File: config.mk
export PLATFORM = sky130hd
export DESIGN_NAME = pst_regs
export DESIGN_NICKNAME = d
export VERILOG_FILES = /design/src/design/pst_pkg.sv /design/src/design/pst_regs.sv
export SDC_FILE = /design/constraint.sdc
export NUM_CORES = 1
export LEC_CHECK = 0
export BUFFER_PORTS_ARGS = -buffer_cell sky130_fd_sc_hd__buf_4
export CORE_AREA = 4 4 54 56
export CTS_CLUSTER_SIZE = 10
export DETAILED_ROUTE_END_ITERATION = 10
export DIE_AREA = 0 0 58 60
export PLACE_DENSITY = 0.65
export SYNTH_ARGS = -nofsm -noshare
export SYNTH_HDL_FRONTEND = slang
export SYNTH_SLANG_ARGS = --single-unit
File: constraint.sdc
create_clock -name clk -period 2.25 [get_ports clk]
set_input_delay 0.225 -clock clk [delete_from_list [all_inputs] [get_ports clk]]
set_output_delay 0.225 -clock clk [all_outputs]
set_load 0.01 [all_outputs]
File: src/design/pst_pkg.sv
// shared types, constants and the fnv step for the page stability tracker
package pst_pkg;

	localparam int PAGE_COUNT = 1024;
	localparam int PAGE_BYTES = 4096;
	localparam int PAGE_AW    = (PAGE_COUNT > 1) ? $clog2(PAGE_COUNT) : 1;
	localparam int PADDR_W    = 3;

	localparam logic [63:0] FNV_BASIS = 64'hcbf29ce484222325;
	localparam logic [7:0]  BYTE_ZERO = 8'h00;
	localparam logic [7:0]  BYTE_CC   = 8'hCC;
	localparam logic [7:0]  THR_RESET = 8'd3;
	localparam logic [7:0]  COUNT_MAX = 8'hFF;

	// register index decoded from paddr above the byte offset
	localparam logic REG_THRESHOLD = 1'b0;

	typedef logic [1:0] page_status_t;
	localparam page_status_t ST_NEW       = 2'd0;
	localparam page_status_t ST_PENDING   = 2'd1;
	localparam page_status_t ST_CONFIRMED = 2'd2;
	localparam page_status_t ST_EVICTED   = 2'd3;

	typedef logic [2:0] verdict_t;
	localparam verdict_t V_SKIPPED   = 3'd0;
	localparam verdict_t V_FAILED    = 3'd1;
	localparam verdict_t V_BLANK     = 3'd2;
	localparam verdict_t V_EVICTED   = 3'd3;
	localparam verdict_t V_ENCRYPTED = 3'd4;
	localparam verdict_t V_FIRST     = 3'd5;
	localparam verdict_t V_CONFIRMED = 3'd6;
	localparam verdict_t V_REWRITE   = 3'd7;

	typedef struct packed {
		logic clr_en;
		logic byte_en;
		logic lookup_en;
		logic judge_en;
	} pst_cmd_t;

	typedef struct packed {
		logic clr_done;
		logic out_full;
	} pst_stat_t;

	// fnv-1a step; prime 0x100000001b3 as shifts: 2^40 + 0x1b3
	function automatic logic [63:0] fnv_step(input logic [63:0] h, input logic [7:0] b);
		logic [63:0] x;
		x = h ^ {56'b0, b};
		return (x << 40) + (x << 8) + (x << 7) + (x << 5) + (x << 4) + (x << 1) + x;
	endfunction

endpackage

File: src/design/pst_regs.sv
// configuration register file on the apb-style port
module pst_regs (
	input  logic                        clk,
	input  logic                        arst_n,
	input  logic                        psel,
	input  logic                        penable,
	input  logic                        pwrite,
	input  logic [pst_pkg::PADDR_W-1:0] paddr,
	input  logic [31:0]                 pwdata,
	output logic [31:0]                 prdata,
	output logic                        pready,
	output logic [7:0]                  threshold
);

	logic [7:0] thr_q;
	logic       hit;

	assign hit    = (paddr[pst_pkg::PADDR_W-1:2] == pst_pkg::REG_THRESHOLD);
	assign pready = 1'b1;
	assign prdata = hit ? {24'b0, thr_q} : 32'b0;
	assign threshold = thr_q;

	always_ff @(posedge clk or negedge arst_n) begin
		if (!arst_n) begin
			thr_q <= pst_pkg::THR_RESET;
		end else if (psel && penable && pwrite && hit) begin
			thr_q <= pwdata[7:0];
		end
	end

endmodule

# Yosys cells after proc, flatten, opt, wreduce, memory -nomap -nowiden
# Cells that the tools add are included.
dict set report classes {
  bitwise_logic 1
  order_cmp 0
  shift 0
  addsub 0
  n_mul 0
  eq_ne 0
  div_mod_pow 0
  n_reduce_logical 3
  n_mux 1
}
# cell count
set ops {}
lappend ops {{2-to-1 mux 8 bit} 1}
lappend ops {{logical AND 1 bit} 3}
lappend ops {{inverter 1 bit} 1}
dict set report word_totals {
  rom_bits 0
  out_inout_bits 41
  elab_cells 6
  ram_bits 0
  mem_count 0
  latchBits 0
  reg_bits 8
  inputBits 40
}

# Longest topological paths before layout
dict set report logic_depth {
  depth_word 3
  depth_mapped 2
  depth_no_buf 2
}

# Least setup slack after synthesis
# Ideal clock, no wire load.
dict set report synth_timing {
  kind {reg2out}
  start {register thr_q[0], in the netlist threshold[0]}
  end {output prdata[0]}
  n_path_buf 0
  arrival_ns 0.702
  t_required_ns 2.025
  path_slack_ns 1.323
  path_stages_with_launch 2
  path_cell_list {dfstp_2 > and2b_2}
}
dict set report synth_via {
  elab_chain_len 1
}
# item line_no
set synth_lines {}
lappend synth_lines {{start: declaration} pst_regs.sv:15} ;# logic [7:0] thr_q;
lappend synth_lines {{start signal: assignment} pst_regs.sv:25} ;# thr_q <= pst_pkg::THR_RESET;
lappend synth_lines {{start signal: assignment} pst_regs.sv:27} ;# thr_q <= pwdata[7:0];
lappend synth_lines {{2-to-1 mux 8 bit} pst_regs.sv:20} ;# assign prdata = hit ? {24'b0, thr_q} : 32'b0;
lappend synth_lines {{end: declaration} pst_regs.sv:10} ;# output logic [31:0] prdata,
# No other way between the ends.

# Final worst setup path
# Ends and elaborated chain as after synthesis.

==> impl_metrics.csv <==
group,metric,value,unit
sta,fin_worst_skew,0,ns
cells_and_area,largest_reg_flops,8,
drt,drc,0,
yosys,seq_area_frac_synth,34.8,%
drt,wl_per_cell,10.2,microns
cells_and_area,final_cells,114,
sta,fin_ws,1.00,ns
sta,hold_viol_final,0,
place,dp_hpwl,996,microns
place,numPortBuffers,29,
yosys,synth_edf_count,0,
yosys,async_flop_share,100,%
yosys,yosys_warnings,0,
yosys,synth_commonest_cells,"buf_4 (25), and2b_2 (8), mux2_2 (8)",
clock_tree,cts_made_buffers,3,
place,place.gp.congestion,0.714,
yosys,synth_flop_cell,"dfrtp_1",
clock_tree,tritoncts,"yes",
drt,via_per_inst,3.43,
cells_and_area,diodes,0,
die,io_pins,81,
sta,fmax,803,MHz
die,dieArea,0.00348,sq mm
run,maxCapViolations,0,
yosys,syn_area,582,sq um
min_path,holdPathStages,2,
pwr,power_frac_seq,39.4,%
clock_tree,cts_sinks,8,
sta,fin_setup_tns,0,ns
place,post-place-ws,1.15,ns
place,dpl.cell_count,109,
clock_tree,clk_pin_slew_worst_paths,0.05,ns
pwr,p_per_area,673,mW/mm^2
clock_tree,h-tree-depth,1,
drt,dr_total_vias,391,
drt,ant_nets,0,
worst_setup_path,start_kind,"flip-flop",
die,dieWidth,58,microns
min_path,min_path_type,"input pin to flip-flop",
worst_setup_path,endpoint_kind,"output pin",
cells_and_area,layout-drive-gt1-share,60.7,%
pwr,combPwrFrac,38.8,%
global_routing,grt_pass1_vias,358,
cells_and_area,fill_cells,262,
yosys,synth_area_per_cell,11.2,sq um
sta,holdWs,0.205,ns
global_routing,grt_pass1_wl,1590,microns
sta,fin_crit_sh,55.4,%
status,status,"complete, no violations",
worst_setup_path,cp.required,2.03,ns
pwr,power.internal,0.000364,W
pwr,switching_share,29.8,%
sta,maxSlewViolCount,0,
worst_setup_path,crit_fanout,3,
worst_setup_path,ff2ff_setup_slack,1.47,ns
clock_tree,clk_latency,0.24,ns
cells_and_area,ff_latch_area,203,sq um
sta,finalSetupViolations,0,
pwr,p_leak,0.428,nW
yosys,ys_ff_latch,8,
clock_tree,cts_setup_buffers,0,
worst_setup_path,r2r-start,"threshold[6]",
global_routing,antenna_found_initial,0,
yosys,synth_area_leader_cell,"buf_4",
die,die_y,60,microns
cells_and_area,nNetsFinal,125,
worst_setup_path,timing.rr.end,"threshold[6]",
die,initial_core_util,23.9,%
pwr,p_switching,0.000155,W
yosys,synth_cell_type_count,7,
min_path,holdCritStartpoint,"pwdata[4]",
clock_tree,ctsResizeCount,0,
yosys,syn_inst,52,
min_path,hold_path_end,"threshold[4]",
die,row_count,18,
global_routing,gr-usage-all-layers,6.28,%
worst_setup_path,worstPathArrival,1.02,ns
sta,fin_crit,1.25,ns
clock_tree,cts_root_buffer,"clkbuf_4",
yosys,synth_area_leaders,"buf_4 (32%), dfrtp_1 (26%), mux2_2 (15%)",
pwr,power.total,0.000519,W
global_routing,overflow,0,
worst_setup_path,crit_type,"flip-flop to output pin",
pwr,vdd_drop_max,0.249,mV
pwr,pwr-share-clk,21.8,%
global_routing,grt_max_degree,10,
cells_and_area,multi_input_area,278,sq um
yosys,yosys.area.top_type_share,32.3,%
yosys,post-synth-top-count-cell,"buf_4",
clock_tree,cts_max_path_buffers,2,
drt,first_pass_iters,2,
cells_and_area,area_growth,32.7,%
worst_setup_path,ff2ff_path_depth,1,
die,core,0.00243,sq mm
drt,first_iter_violations,10,
drt,wirelength,1170,microns
sta,rsz0062_at_grt,"no",
how the worst max path moves through the flow:
stage,start,to,slack [ns],depth (start not counted)
floorplan,threshold[0],prdata[0],1.32,1
global placement,paddr[2],threshold[7],1.19,3
detailed placement,paddr[2],threshold[6],1.15,3
CTS,threshold[0],prdata[0],0.99,2
global route,threshold[0],prdata[0],0.94,2
finish,threshold[0],prdata[0],1.00,2
area by class of cell:
cell class              count  area share [%]
clock buffers               4            3.40
multi-input cells          42            36.0
flip-flops and latches      8            26.3
well taps                  30            4.86
repair buffers             30            29.5
repair_timing:
action / in CTS / in global routing
setup endpoints to repair: 0 / 0
hold buffers: 1 / 0
hold endpoints to repair: 8 / 0
critical path, cell delays in order, from the launching register on:
cell,delay (ns)
dfstp_2,0.54
and2b_2,0.13
buf_4,0.11
cells in the final DEF, fill, tap and decap left out:
master,n
conb_1,25
dfrtp_1,6
clkbuf_1,1
nand4b_4,1
and2b_2,8
clkbuf_4,3
mux2_2,8
dfstp_2,2
dlygate4sd3_1,1
buf_4,29
metal layers:
layer / wire [microns] / up-vias / global-route usage (%)
met5: 0 / - / 0
met1: 377 / 169 / 6.13
li1: - / 179 / -
met3: 261 / 0 / 5.83
met4: 0 / 0 / 0
met2: 527 / 43 / 10.5
cells by family (layout without fill, tap and decap cells):
| kind of cell | Yosys count | in the layout | share of synthesized area [%] |
|---|---|---|---|
| other | 2 | 25 | 1.29 |
| buffers and inverters | 25 | 34 | 32.3 |
| multiplexers | 8 | 8 | 15.5 |
| flip-flops | 8 | 8 | 34.8 |
| AND/OR/NAND/NOR | 9 | 9 | 16.1 |
power by group through the flow:
stage / Combinational (W) / Sequential (W) / Clock, W
after global routing: 0.000217 / 0.000208 / 0.000132
final: 0.000202 / 0.000205 / 0.000113
after CTS: 0.000205 / 0.000205 / 0.000121
after global placement: 0.000199 / 0.000205 / 0
after detailed placement: 0.000203 / 0.000208 / 0
after floorplan: 0.000111 / 0.000218 / 0
stage by stage:
| step | util [%] | instance area, sq um |
|---|---|---|
| final | 31.7 | 772 |
| after global routing | 31.7 | 772 |
| after CTS | 31.7 | 772 |
| after detailed placement | 30.2 | 736 |
| after global placement | 30.2 | 736 |
| after floorplan | - | 668 |
No activity file was read; power rests on OpenSTA's default activity.
