**src/design/pst_pkg.sv**
```systemverilog
// shared types, constants and the fnv step for the page stability tracker
package pst_pkg;

	localparam int PAGE_COUNT = 1024;
	localparam int PAGE_BYTES = 4096;
	localparam int PAGE_AW    = (PAGE_COUNT > 1) ? $clog2(PAGE_COUNT) : 1;
	localparam int PADDR_W    = 3;

	localparam logic [63:0] FNV_BASIS = 64'hcbf29ce484222325;
	localparam logic [7:0]  BYTE_ZERO = 8'h00;
	localparam logic [7:0]  BYTE_CC   = 8'hCC;
	localparam logic [7:0]  THR_RESET = 8'd3;
	localparam logic [7:0]  COUNT_MAX = 8'hFF;

	// register index decoded from paddr above the byte offset
	localparam logic REG_THRESHOLD = 1'b0;

	typedef logic [1:0] page_status_t;
	localparam page_status_t ST_NEW       = 2'd0;
	localparam page_status_t ST_PENDING   = 2'd1;
	localparam page_status_t ST_CONFIRMED = 2'd2;
	localparam page_status_t ST_EVICTED   = 2'd3;

	typedef logic [2:0] verdict_t;
	localparam verdict_t V_SKIPPED   = 3'd0;
	localparam verdict_t V_FAILED    = 3'd1;
	localparam verdict_t V_BLANK     = 3'd2;
	localparam verdict_t V_EVICTED   = 3'd3;
	localparam verdict_t V_ENCRYPTED = 3'd4;
	localparam verdict_t V_FIRST     = 3'd5;
	localparam verdict_t V_CONFIRMED = 3'd6;
	localparam verdict_t V_REWRITE   = 3'd7;

	typedef struct packed {
		logic clr_en;
		logic byte_en;
		logic lookup_en;
		logic judge_en;
	} pst_cmd_t;

	typedef struct packed {
		logic clr_done;
		logic out_full;
	} pst_stat_t;

	// fnv-1a step; prime 0x100000001b3 as shifts: 2^40 + 0x1b3
	function automatic logic [63:0] fnv_step(input logic [63:0] h, input logic [7:0] b);
		logic [63:0] x;
		x = h ^ {56'b0, b};
		return (x << 40) + (x << 8) + (x << 7) + (x << 5) + (x << 4) + (x << 1) + x;
	endfunction

endpackage

```
**src/design/pst_ctrl.sv**
```systemverilog
// controller: clearing sweep, byte intake, table lookup and verdict sequencing
module pst_ctrl (
	input  logic               clk,
	input  logic               arst_n,
	input  logic               in_valid,
	input  logic               last_byte,
	output logic               in_stall,
	input  pst_pkg::pst_stat_t stat,
	output pst_pkg::pst_cmd_t  cmd
);

	localparam logic [1:0] S_CLEAR  = 2'd0;
	localparam logic [1:0] S_RUN    = 2'd1;
	localparam logic [1:0] S_LOOKUP = 2'd2;
	localparam logic [1:0] S_JUDGE  = 2'd3;

	logic [1:0] state_q;
	logic [1:0] state_d;

	assign in_stall = (state_q != S_RUN);

	always_comb begin
		state_d       = state_q;
		cmd.clr_en    = 1'b0;
		cmd.byte_en   = 1'b0;
		cmd.lookup_en = 1'b0;
		cmd.judge_en  = 1'b0;
		unique case (state_q)
			S_CLEAR: begin
				cmd.clr_en = 1'b1;
				if (stat.clr_done) begin
					state_d = S_RUN;
				end
			end
			S_RUN: begin
				cmd.byte_en = in_valid;
				if (in_valid && last_byte) begin
					state_d = S_LOOKUP;
				end
			end
			S_LOOKUP: begin
				cmd.lookup_en = 1'b1;
				state_d       = S_JUDGE;
			end
			S_JUDGE: begin
				// wait while the previous result word is still held
				if (!stat.out_full) begin
					cmd.judge_en = 1'b1;
					state_d      = S_RUN;
				end
			end
			default: begin
				state_d = S_CLEAR;
			end
		endcase
	end

	always_ff @(posedge clk or negedge arst_n) begin
		if (!arst_n) begin
			state_q <= S_CLEAR;
		end else begin
			state_q <= state_d;
		end
	end

endmodule

```
**config.mk**
```make
export PLATFORM = sky130hd
export DESIGN_NAME = pst_ctrl
export DESIGN_NICKNAME = d
export VERILOG_FILES = /design/src/design/pst_pkg.sv /design/src/design/pst_ctrl.sv
export SDC_FILE = /design/constraint.sdc
export NUM_CORES = 1
export LEC_CHECK = 0
export ABC_AREA = 1
export CAP_MARGIN = 0
export CORE_AREA = 2 2 39 41
export CTS_CLUSTER_SIZE = 25
export DETAILED_ROUTE_END_ITERATION = 6
export DIE_AREA = 0 0 41 43
export DONT_BUFFER_PORTS = 1
export MAX_ROUTING_LAYER = met4
export SLEW_MARGIN = 5
export SYNTH_ARGS = -nofsm -noshare
export SYNTH_HDL_FRONTEND = slang
export SYNTH_SLANG_ARGS = --single-unit
export TNS_END_PERCENT = 20
```
**constraint.sdc**
```tcl
create_clock -name clk -period 2.59 [get_ports clk]
set_clock_uncertainty 0.05 [all_clocks]
set_input_delay 0.259 -clock clk [delete_from_list [all_inputs] [get_ports clk]]
set_output_delay 0.259 -clock clk [all_outputs]
set_load 0.03 [all_outputs]
```
Yosys cells after proc, flatten, opt, wreduce, memory -nomap -nowiden
Index checks and enable logic that the tools add are counted.
- equal/unequal tests: 7
- muxes and demuxes: 9
- reductions and logical operators: 3
- operators by type and width (operator ; number):
    $pmux 2 s4 ; 1
    $mux 2 ; 3
    $ne 2x2->1 const B ; 3
    $mux 1 ; 5
    $eq 2x2->1 const B ; 2
    $reduce_and 3->1 ; 1
    $eq 2x1->1 const B ; 1
    $logic_not 2->1 ; 1
    $ne 2x1->1 const B ; 1
    $logic_and 1x1->1 ; 1
- register bits: 2
- bits of input ports: 6
- output and inout port bits: 5
- word-level logic and storage cells: 20

Depth between registers and ports, before layout
Gate-level depths: netlist (run 1).
- depth after elaboration: 3
- gate-level depth with buffers: 6
- depth with buffers taken out: 6

Least setup slack after synthesis (run 1)
No wires, ideal clock.
- kind: reg-to-output
- start point: reg state_q[0]
- end point: out cmd[0] (netlist bit)
- arrival time: 0.987 ns
- required time: 2.281 ns
- setup slack: 1.294 ns
- cell stages (with the launch flop): 4
- path buffers: 0
- path through: dfrtp_1 ha_1 inv_1 nor2_1
- RTL lines (element ; line ; source):
    from (decl) ; pst_ctrl.sv:17 ; logic [1:0] state_q;
    from (signal assigned) ; pst_ctrl.sv:62 ; state_q <= state_d;
    to (decl) ; pst_ctrl.sv:9 ; output pst_pkg::pst_cmd_t cmd

==> key figures, run 1 <==
Yosys
  – Synth area leader: dfrtp_1
  – Post-Synth Adder-Cell Area: 26.49%
  – Synth area leaders: dfrtp_1 (26%), ha_1 (26%), inv_1 (12%), nand2_1 (12%), nand2_2 (9.9%)
  – Gate Count Post-Synth: 25
  – Post-Synth XOR/XNOR Area: 0%
  – Syn nets: 35
  – Distinct cells, synth: 9
  – Mean Syn Cell Area: 7.557 sq um
  – Post-synthesis compound-gate area fraction: 0%
  – Largest family of logic cells by synthesized area: simple AND/OR/NAND/NOR gates
  – Yosys reg bits: 2
  – Post-synth top area share: 26.49%
  – Cell Area, Synth: 188.9 sq um
  – Post-Synth Simple-Gate Area: 35.10%
  – Sequential cell area fraction in the yosys report: 26.49%
  – Post-synthesis mux area share: 0%
  – Yosys Warn Count: 0

Setup path
  – Cell Chain, Critical Path: ha_1 -> inv_1 -> nor2_1
  – CP max stage cell: nor2_1
  – R2R depth: 5
  – Crit Path Max Fanout: 4
  – Critical path's largest stage delay: 420 ps
  – CP Capture Type: output port
  – Required @ worst endpoint: 2280 ps
  – Worst Setup Start Kind: register
  – Critical Path AT: 1280 ps
  – Crit path kind: register to output port
  – Internal reg-to-reg setup slack: 1270 ps

Clock tree
  – TritonCTS clock tree: done
  – Maximum root-to-sink buffer count: 2
  – Cts bufs inserted: 3
  – Worst-Skew Late Latency: 230 ps
  – Root Buffer: clkbuf_4
  – Clk slew on worst S/H paths: 30 ps
  – Clock sink total: 2
  – # H-tree levels: 1

Timing
  – RSZ-0062 raised after global routing: false
  – Final hold violation count: 0
  – Setup ws final: 997.1 ps
  – Final period utilization: 61.50%
  – Peak Freq: 627.8 MHz
  – Final setup vio count: 0
  – Least-Margin Pin Slew: 542.5 ps
  – Setup tns final: 0 ps
  – Slew margin rel.: 63.70%
  – Slew Viols, Final: 0
  – Min Clock Period, post-route: 1593 ps

Detailed routing
  – Vias per inst: 3.444
  – Met1 Wirelength: 152 microns
  – Max layer used: met3
  – Total number of vias: 155
  – Routed wire length: 369 microns
  – DRC: 0
  – Iteration-0 DRC Markers: 2
  – DR WL/cell: 8.200 microns
  – Routed wl met2: 190 microns
  – Met3 WL post-DR: 26 microns
  – Antenna Nets Post-Route: 0
  – Initial DRT Pass Iterations: 2

Die
  – Top Ports: 11
  – Die Height: 43 microns
  – Starting Density: 13.65%
  – Row cnt: 14
  – Core ar.: 1384 sq um
  – Die Area: 1763 sq um
  – Chip width: 41 microns

Place
  – Placed Area: 209.0 sq um
  – DP HPWL: 302.4 microns
  – Gpl congestion: 0.6388
  – Port bufs: 0
  – Place WS: 1240 ps

Cells and area
  – Final #Nets: 41
  – Area Overhead vs Synth: 27.81%
  – Fillers: 161
  – Post-layout instance area: 241.5 sq um
  – Most frequent cells in the layout: inv_1 (6), nand2_1 (6), ha_1 (4), nand2_2 (3), clkbuf_4 (3)
  – Antenna cells: 0
  – Fin util: 17.45%
  – Max reg flops: 2
  – Largest Register: state_q
  – Share of layout cells above drive strength 1: 24.14%
  – Regs by FF count: state_q (2)

Run
  – Max_cap viols: 0

Pwr
  – Lkg Pwr: 0.0001415 uW
  – Cell area power density: 1428 nW/um^2
  – Peak VDD IR: 247.8 uV

GRT
  – First-pass GRT wire length: 627 microns
  – Vias in the first global route: 173
  – Pin count of the biggest net entering global routing: 5
  – Total track usage: 6.263%
  – GRT overflow: 0
  – Initial antenna violation count: 0

Min path
  – Worst Hold Depth: 3
  – Hold crit path type: input pin to register

Outcome
  – Status: complete, no violations
what timing repair did:
action | 4_1_cts | 5_1_grt
hold buffers | 1 | 0
hold endpoints to repair | 2 | 0
buffers inserted | 0 | 0
resized for setup | 0 | 0
where the power goes:
part	internal (uW)	leakage (uW)	switching, uW
clock network	51.3	0.0000138	19.3
logic	61.0	0.000105	147
registers	48.7	0.0000230	17.1
total	161	0.000142	184
final timing paths:
path	startpoint	to
worst max-delay path	state_q[0]	cmd[0]
worst min-delay path	stat[0]	state_q[0]
worst max register to register	state_q[0]	state_q[1]
worst min register to register	state_q[1]	state_q[1]
max in group asynchronous	arst_n	state_q[1]
min in group asynchronous	arst_n	state_q[0]
metrics by stage:
stage | std cells | power [uW] | hold slack [ps]
global placement | 41 | 273.1 | -86.52
floorplan | 25 | 249.6 | -86.59
CTS | 45 | 355.1 | 199.8
finish | 45 | 344.7 | 206.9
detailed placement | 41 | 275.5 | -86.51
global route | 45 | 382.2 | 215.5
cells in the mapped netlist:
master,count
dfrtp_1,2
ha_1,4
inv_1,6
nand2_1,6
nand2_2,3
nand3_1,1
nand3_2,1
nand4_1,1
nor2_1,1
cell type report:
type                    count  area (sq um)  area share, %
repair buffers              1         10.01          4.145
inverters                   6         22.52          9.326
well taps                  16         20.02          8.290
clock buffers               3         22.52          9.326
flip-flops and latches      2         50.05          20.73
multi-input cells          17         116.4          48.19
worst max-delay path, delay by kind of cell (launching register included):
kind	cells	cell delay, ps
adders and majority gates	1	210
DFF	1	380
and+or+nand+nor	1	420
buffers and inverters	1	50
routing by layer:
metal / GRT usage [%] / up-vias
met5: - / -
met4: 10.00 / 0
met3: 3.141 / 0
met2: 6.563 / 6
met1: 6.070 / 66
li1: - / 83
cell families (layout without fill, tap and decap cells):
group	Yosys count	in the layout
simple gates	13	13
buf+inv	6	10
fa+ha+maj	4	4
flops	2	2
Power figures use the tool's default switching activity.
==> inputs of run 2 (changes only) <==
==> constraint.sdc (replaced) <==
create_clock -name clk -period 1.41 [get_ports clk]
set_clock_uncertainty 0.05 [all_clocks]
set_input_delay 0.141 -clock clk [delete_from_list [all_inputs] [get_ports clk]]
set_output_delay 0.141 -clock clk [all_outputs]
set_load 0.03 [all_outputs]
==> key figures, run 2 (synthesized netlist as in run 1, its figures left out) <==
GRT
  – Vias in the first global route: 155 (-10%)
  – Initial antenna violation count: 0 (unchanged)
  – Total track usage: 6.057% (-0.21 points)
  – GRT overflow: 0 (unchanged)
  – Pin count of the biggest net entering global routing: 5 (unchanged)
  – First-pass GRT wire length: 572 microns (-8.8%)

Die
  – Row cnt: 14 (unchanged)
  – Top Ports: 11 (unchanged)
  – Core ar.: 1384 sq um (unchanged)
  – Starting Density: 13.65% (unchanged)
  – Chip width: 41 microns (unchanged)
  – Die Height: 43 microns (unchanged)
  – Die Area: 1763 sq um (unchanged)

Setup path
  – R2r startpoint: state_q[0]
  – Internal reg-to-reg setup slack: 220 ps (-1050 ps)
  – Worst setup endpoint: in_stall
  – Crit path launch: state_q[1]
  – Worst Setup Start Kind: register
  – Crit path kind: register to output port
  – Worst r2r dst: state_q[0]
  – Required @ worst endpoint: 1220 ps (-1060 ps)
  – CP Capture Type: output port
  – R2R depth: 6 (+1)
  – Critical Path AT: 1160 ps (-120 ps)
  – Crit Path Max Fanout: 4 (unchanged)

Detailed routing
  – Iteration-0 DRC Markers: 2 (unchanged)
  – Routed wire length: 441 microns (+20%)
  – DRC: 0 (unchanged)
  – Antenna Nets Post-Route: 0 (unchanged)
  – Initial DRT Pass Iterations: 3 (+1)
  – Total number of vias: 175 (+13%)
  – DR WL/cell: 9.188 microns (+12%)
  – Vias per inst: 3.646 (+5.8%)

Pwr
  – Clk pwr share: 18.5% (-2.0 points)
  – Peak VDD IR: 557.1 uV (+120%)
  – Internal Power: 345.0 uW (+110%)
  – Lkg Pwr: 0.0001532 uW (+8.3%)
  – Cell area power density: 2643 nW/um^2 (+85%)
  – Comb power frac: 63.8% (+3.3 points)
  – Psw: 359.3 uW (+95%)
  – Switch share: 51.02% (-2.3 points)
  – Design Power: 704.3 uW (+100%)
  – Flop pwr share: 17.7% (-1.4 points)

Cells and area
  – Share of layout cells above drive strength 1: 37.50% (+13 points)
  – Fin util: 19.26% (+1.8 points)
  – Regs by FF count: state_q (2)
  – Max reg flops: 2 (unchanged)
  – Largest Register: state_q
  – Antenna cells: 0 (unchanged)
  – Most common cell after layout, fill and taps aside: nand2_1
  – Area Overhead vs Synth: 41.06%
  – Most frequent cells in the layout: nand2_1 (6), inv_1 (5)
  – Final #Nets: 44 (+7.3%)

Timing
  – Final period utilization: 96.02%
  – Final setup vio count: 0 (unchanged)
  – Slew Viols, Final: 0 (unchanged)
  – Slew margin rel.: 79.56% (+16 points)
  – Setup tns final: 0 ps (unchanged)
  – Final hold violation count: 0 (unchanged)
  – Min Clock Period, post-route: 1354 ps
  – Hold Slack: 89.74 ps (-117.1 ps)
  – Least-Margin Pin Slew: 307.4 ps (-235.1 ps)
  – Peak Freq: 738.6 MHz

Clock tree
  – Root Buffer: clkbuf_4
  – # H-tree levels: 1 (unchanged)
  – Clock sink total: 2 (unchanged)
  – Maximum root-to-sink buffer count: 2 (unchanged)
  – Worst-Skew Late Latency: 230 ps (about the same)
  – Cts bufs inserted: 3 (unchanged)
  – Clk slew on worst S/H paths: 30 ps (about the same)
  – TritonCTS clock tree: done

Outcome
  – Status: complete, no violations

Run
  – Max_cap viols: 0 (unchanged)

Min path
  – Hold crit path type: input pin to register

Place
  – Gpl congestion: 0.6283 (-1.6%)
  – DP HPWL: 317.5 microns (+5.0%)
  – Port bufs: 0 (unchanged)
[run 2: cell count changes in the layout (fill, tap and decap cells not counted), sizes merged]
| cell | before | now |
|---|---|---|
| buf | 0 | 3 |
[run 2: power by group through the flow]
| stage | logic (uW) | registers, uW | clock network [uW] |
|---|---|---|---|
| after floorplan | 345 | 114 | 0 |
| after global placement | 429 | 125 | 0 |
| after detailed placement | 430 | 125 | 0 |
| after CTS | 436 | 123 | 139 |
| after global routing | 502 | 127 | 139 |
| final | 449 | 125 | 130 |
[run 2: per-layer routing]
layer | GRT usage, % | vias to the layer above | part of all wire [%]
met5 | - | - | 0
met4 | 12.00 | 0 | 2.5
met3 | 1.571 | 2 | 8.2
met2 | 6.250 | 8 | 55
met1 | 5.751 | 77 | 34
li1 | - | 88 | -
[run 2: worst max-delay path: stages, from the launching register on]
cell and delay (ps):
dfrtp_1 410, inv_1 110, ha_2 200, inv_1 60, buf_4 160
[run 2: how the worst min path moves through the flow]
stage	start	endpoint	slack, ps	depth (start not counted)
2_1_floorplan	arst_n	state_q[0]	-200	0
3_3_place_gp	arst_n	state_q[0]	-200	0
3_5_place_dp	arst_n	state_q[0]	-200	0
4_1_cts	stat[0]	state_q[0]	80	3
5_1_grt	arst_n	state_q[0]	110	1
6_report	stat[0]	state_q[0]	90	3
[run 2: repair_timing]
action	in CTS	in global routing
hold endpoints to repair	2	0
buffers inserted	0	0
setup endpoints to repair	0	2
hold buffers	1	0
gates resized for setup	0	2
[run 2: layout make-up]
class                   instances  area, sq um
fillers                       163         1117
repair buffers                  4        32.53
clock buffers                   3        22.52
flip-flops and latches          2        50.05
multi-input cells              17        118.9
inverters                       6        22.52
well taps                      16        20.02
[run 2: metrics by stage]
| step | worst slack, ps | instances | cell area (sq um) |
|---|---|---|---|
| floorplan | 175.7 | 25 | 188.9 |
| global placement | 262.9 | 44 | 231.5 |
| detailed placement | 243.3 | 44 | 231.5 |
| CTS | 24.65 | 48 | 264.0 |
| global route | -2.866 | 48 | 266.5 |
| finish | 56.11 | 48 | 266.5 |
==> inputs of run 3 (changes only) <==
--- a/config.mk
+++ b/config.mk
@@ -13,6 +13,8 @@
 export DIE_AREA = 0 0 41 43
 export DONT_BUFFER_PORTS = 1
 export MAX_ROUTING_LAYER = met4
+export PLACE_DENSITY = 0.3
+export SETUP_SLACK_MARGIN = 0.15
 export SLEW_MARGIN = 5
 export SYNTH_ARGS = -nofsm -noshare
 export SYNTH_HDL_FRONTEND = slang
==> key figures, run 3 (synthesized netlist as in run 1, its figures left out) <==
Timing
  – Slew margin rel.: 88.14% (+8.6 points)
  – Final period utilization: 89.92% (-6.1 points)
  – Min Clock Period, post-route: 1268 ps (-86.09 ps)
  – Final hold violation count: 0 (unchanged)
  – RSZ-0062 raised after global routing: true
  – Least-Margin Pin Slew: 178.2 ps (-129.2 ps)
  – Peak Freq: 788.8 MHz (+6.8%)
  – Setup tns final: 0 ps (unchanged)
  – Final setup vio count: 0 (unchanged)
  – Slew Viols, Final: 0 (unchanged)

Setup path
  – Critical Path AT: 1080 ps (-80 ps)
  – CP Capture Type: output port
  – Crit Path Max Fanout: 4 (unchanged)
  – Crit path depth: 3 (-1)
  – Critical path's largest stage delay: 450 ps (+40 ps)
  – CP max stage cell: dfrtp_2
  – CP top delay family: flip-flops
  – Required @ worst endpoint: 1220 ps (about the same)
  – Cell Chain, Critical Path: inv_2 -> ha_2 -> buf_6
  – Crit path kind: register to output port
  – Worst Setup Start Kind: register
  – CP bufs+invs: 2 (-1)
  – R2R depth: 6 (unchanged)

Clock tree
  – # H-tree levels: 1 (unchanged)
  – Clock sink total: 2 (unchanged)
  – Cts bufs inserted: 3 (unchanged)
  – Root Buffer: clkbuf_4
  – TritonCTS clock tree: done
  – Clk slew on worst S/H paths: 30 ps (about the same)
  – Maximum root-to-sink buffer count: 2 (unchanged)
  – Worst-Skew Late Latency: 220 ps (about the same)

Pwr
  – Cell area power density: 2605 nW/um^2 (-1.4%)
  – Lkg Pwr: 0.0001542 uW (+0.65%)
  – Peak VDD IR: 715.3 uV (+28%)

GRT
  – Pin count of the biggest net entering global routing: 5 (unchanged)
  – Vias in the first global route: 163 (+5.2%)
  – First-pass GRT wire length: 648 microns (+13%)
  – Total track usage: 6.076% (+0.019 points)
  – GRT overflow: 0 (unchanged)
  – Initial antenna violation count: 0 (unchanged)

Detailed routing
  – Total number of vias: 166 (-5.1%)
  – Initial DRT Pass Iterations: 2 (-1)
  – Antenna Nets Post-Route: 0 (unchanged)
  – DR WL/cell: 8.102 microns (-12%)
  – Routed wire length: 397 microns (-10%)
  – Vias per inst: 3.388 (-7.1%)
  – DRC: 0 (unchanged)
  – Iteration-0 DRC Markers: 5 (+3)

Die
  – Core ar.: 1384 sq um (unchanged)
  – Die Height: 43 microns (unchanged)
  – Row cnt: 14 (unchanged)
  – Starting Density: 13.65% (unchanged)
  – Top Ports: 11 (unchanged)
  – Die Area: 1763 sq um (unchanged)
  – Chip width: 41 microns (unchanged)

Run
  – Max_cap viols: 0 (unchanged)

Place
  – Cell count after placement: 44 (unchanged)
  – DP HPWL: 302.2 microns (-4.8%)
  – Gpl congestion: 0.6707 (+6.7%)
  – Port bufs: 0 (unchanged)

Cells and area
  – Area Overhead vs Synth: 68.21%
  – Antenna cells: 0 (unchanged)
  – Post-Layout Cell Count: 49 (+2.1%)
  – Regs by FF count: state_q (2)
  – Most frequent cells in the layout: nand2_1 (6), inv_2 (5), nand2_2 (3), clkbuf_4 (3), buf_6 (3)
  – Largest Register: state_q
  – Most common cell after layout, fill and taps aside: nand2_1
  – Final #Nets: 45 (+2.3%)
  – Max reg flops: 2 (unchanged)
  – Share of layout cells above drive strength 1: 69.70% (+32 points)

Min path
  – Hold crit path type: input pin to asynchronous set/reset pin

Outcome
  – Status: complete, no violations
[run 3: stage by stage]
step / instance area (sq um) / worst slack (ps) / hold WS (ps) / power, uW / util [%]
detailed placement: 231.5 / 271.4 / -204.5 / 560.1 / 16.73
global placement: 231.5 / 261.7 / -204.5 / 560.1 / 16.73
global route: 317.8 / 88.51 / 86.32 / 904.6 / 22.97
CTS: 297.8 / 96.55 / 87.58 / 786.0 / 21.52
finish: 317.8 / 142.2 / 98.22 / 827.8 / 22.97
floorplan: 188.9 / 175.7 / -204.6 / 458.5 / -
[run 3: final timing paths]
path	slack, ps	start	endpoint
setup / recovery	140	state_q[0]	cmd[3]
hold / removal	100	arst_n	state_q[1]
setup reg to reg	230	state_q[0]	state_q[0]
hold reg to reg	510	state_q[1]	state_q[1]
max in group asynchronous	1080	arst_n	state_q[0]
min in group clk	110	stat[0]	state_q[0]
[run 3: routing by layer]
| metal | global-route usage, % | share of wire (%) |
|---|---|---|
| met5 | - | 0 |
| met4 | 8.000 | 0 |
| met3 | 2.094 | 7.6 |
| met2 | 6.563 | 50 |
| met1 | 7.097 | 42 |
[run 3: cell type report]
class,instances,area [sq um]
multi-input cells,17,148.9
repair buffers,5,51.30
well taps,16,20.02
inverters,6,22.52
fillers,171,1066
flip-flops and latches,2,52.55
clock buffers,3,22.52
[run 3: power by group]
| part | total [uW] | switching, uW | internal, uW |
|---|---|---|---|
| Combinational | 549 | 312 | 237 |
| Clock | 125 | 30.9 | 93.8 |
| Sequential | 154 | 58.6 | 95.1 |
[run 3: repair_timing]
| item | CTS | global route |
|---|---|---|
| pin swaps | 0 | 2 |
| hold buffers | 1 | 0 |
| buffers inserted | 0 | 1 |
| gates resized for setup | 9 | 8 |
| endpoints found under the hold margin | 2 | 0 |
| setup endpoints to repair | 5 | 7 |
| gates cloned | 0 | 0 |
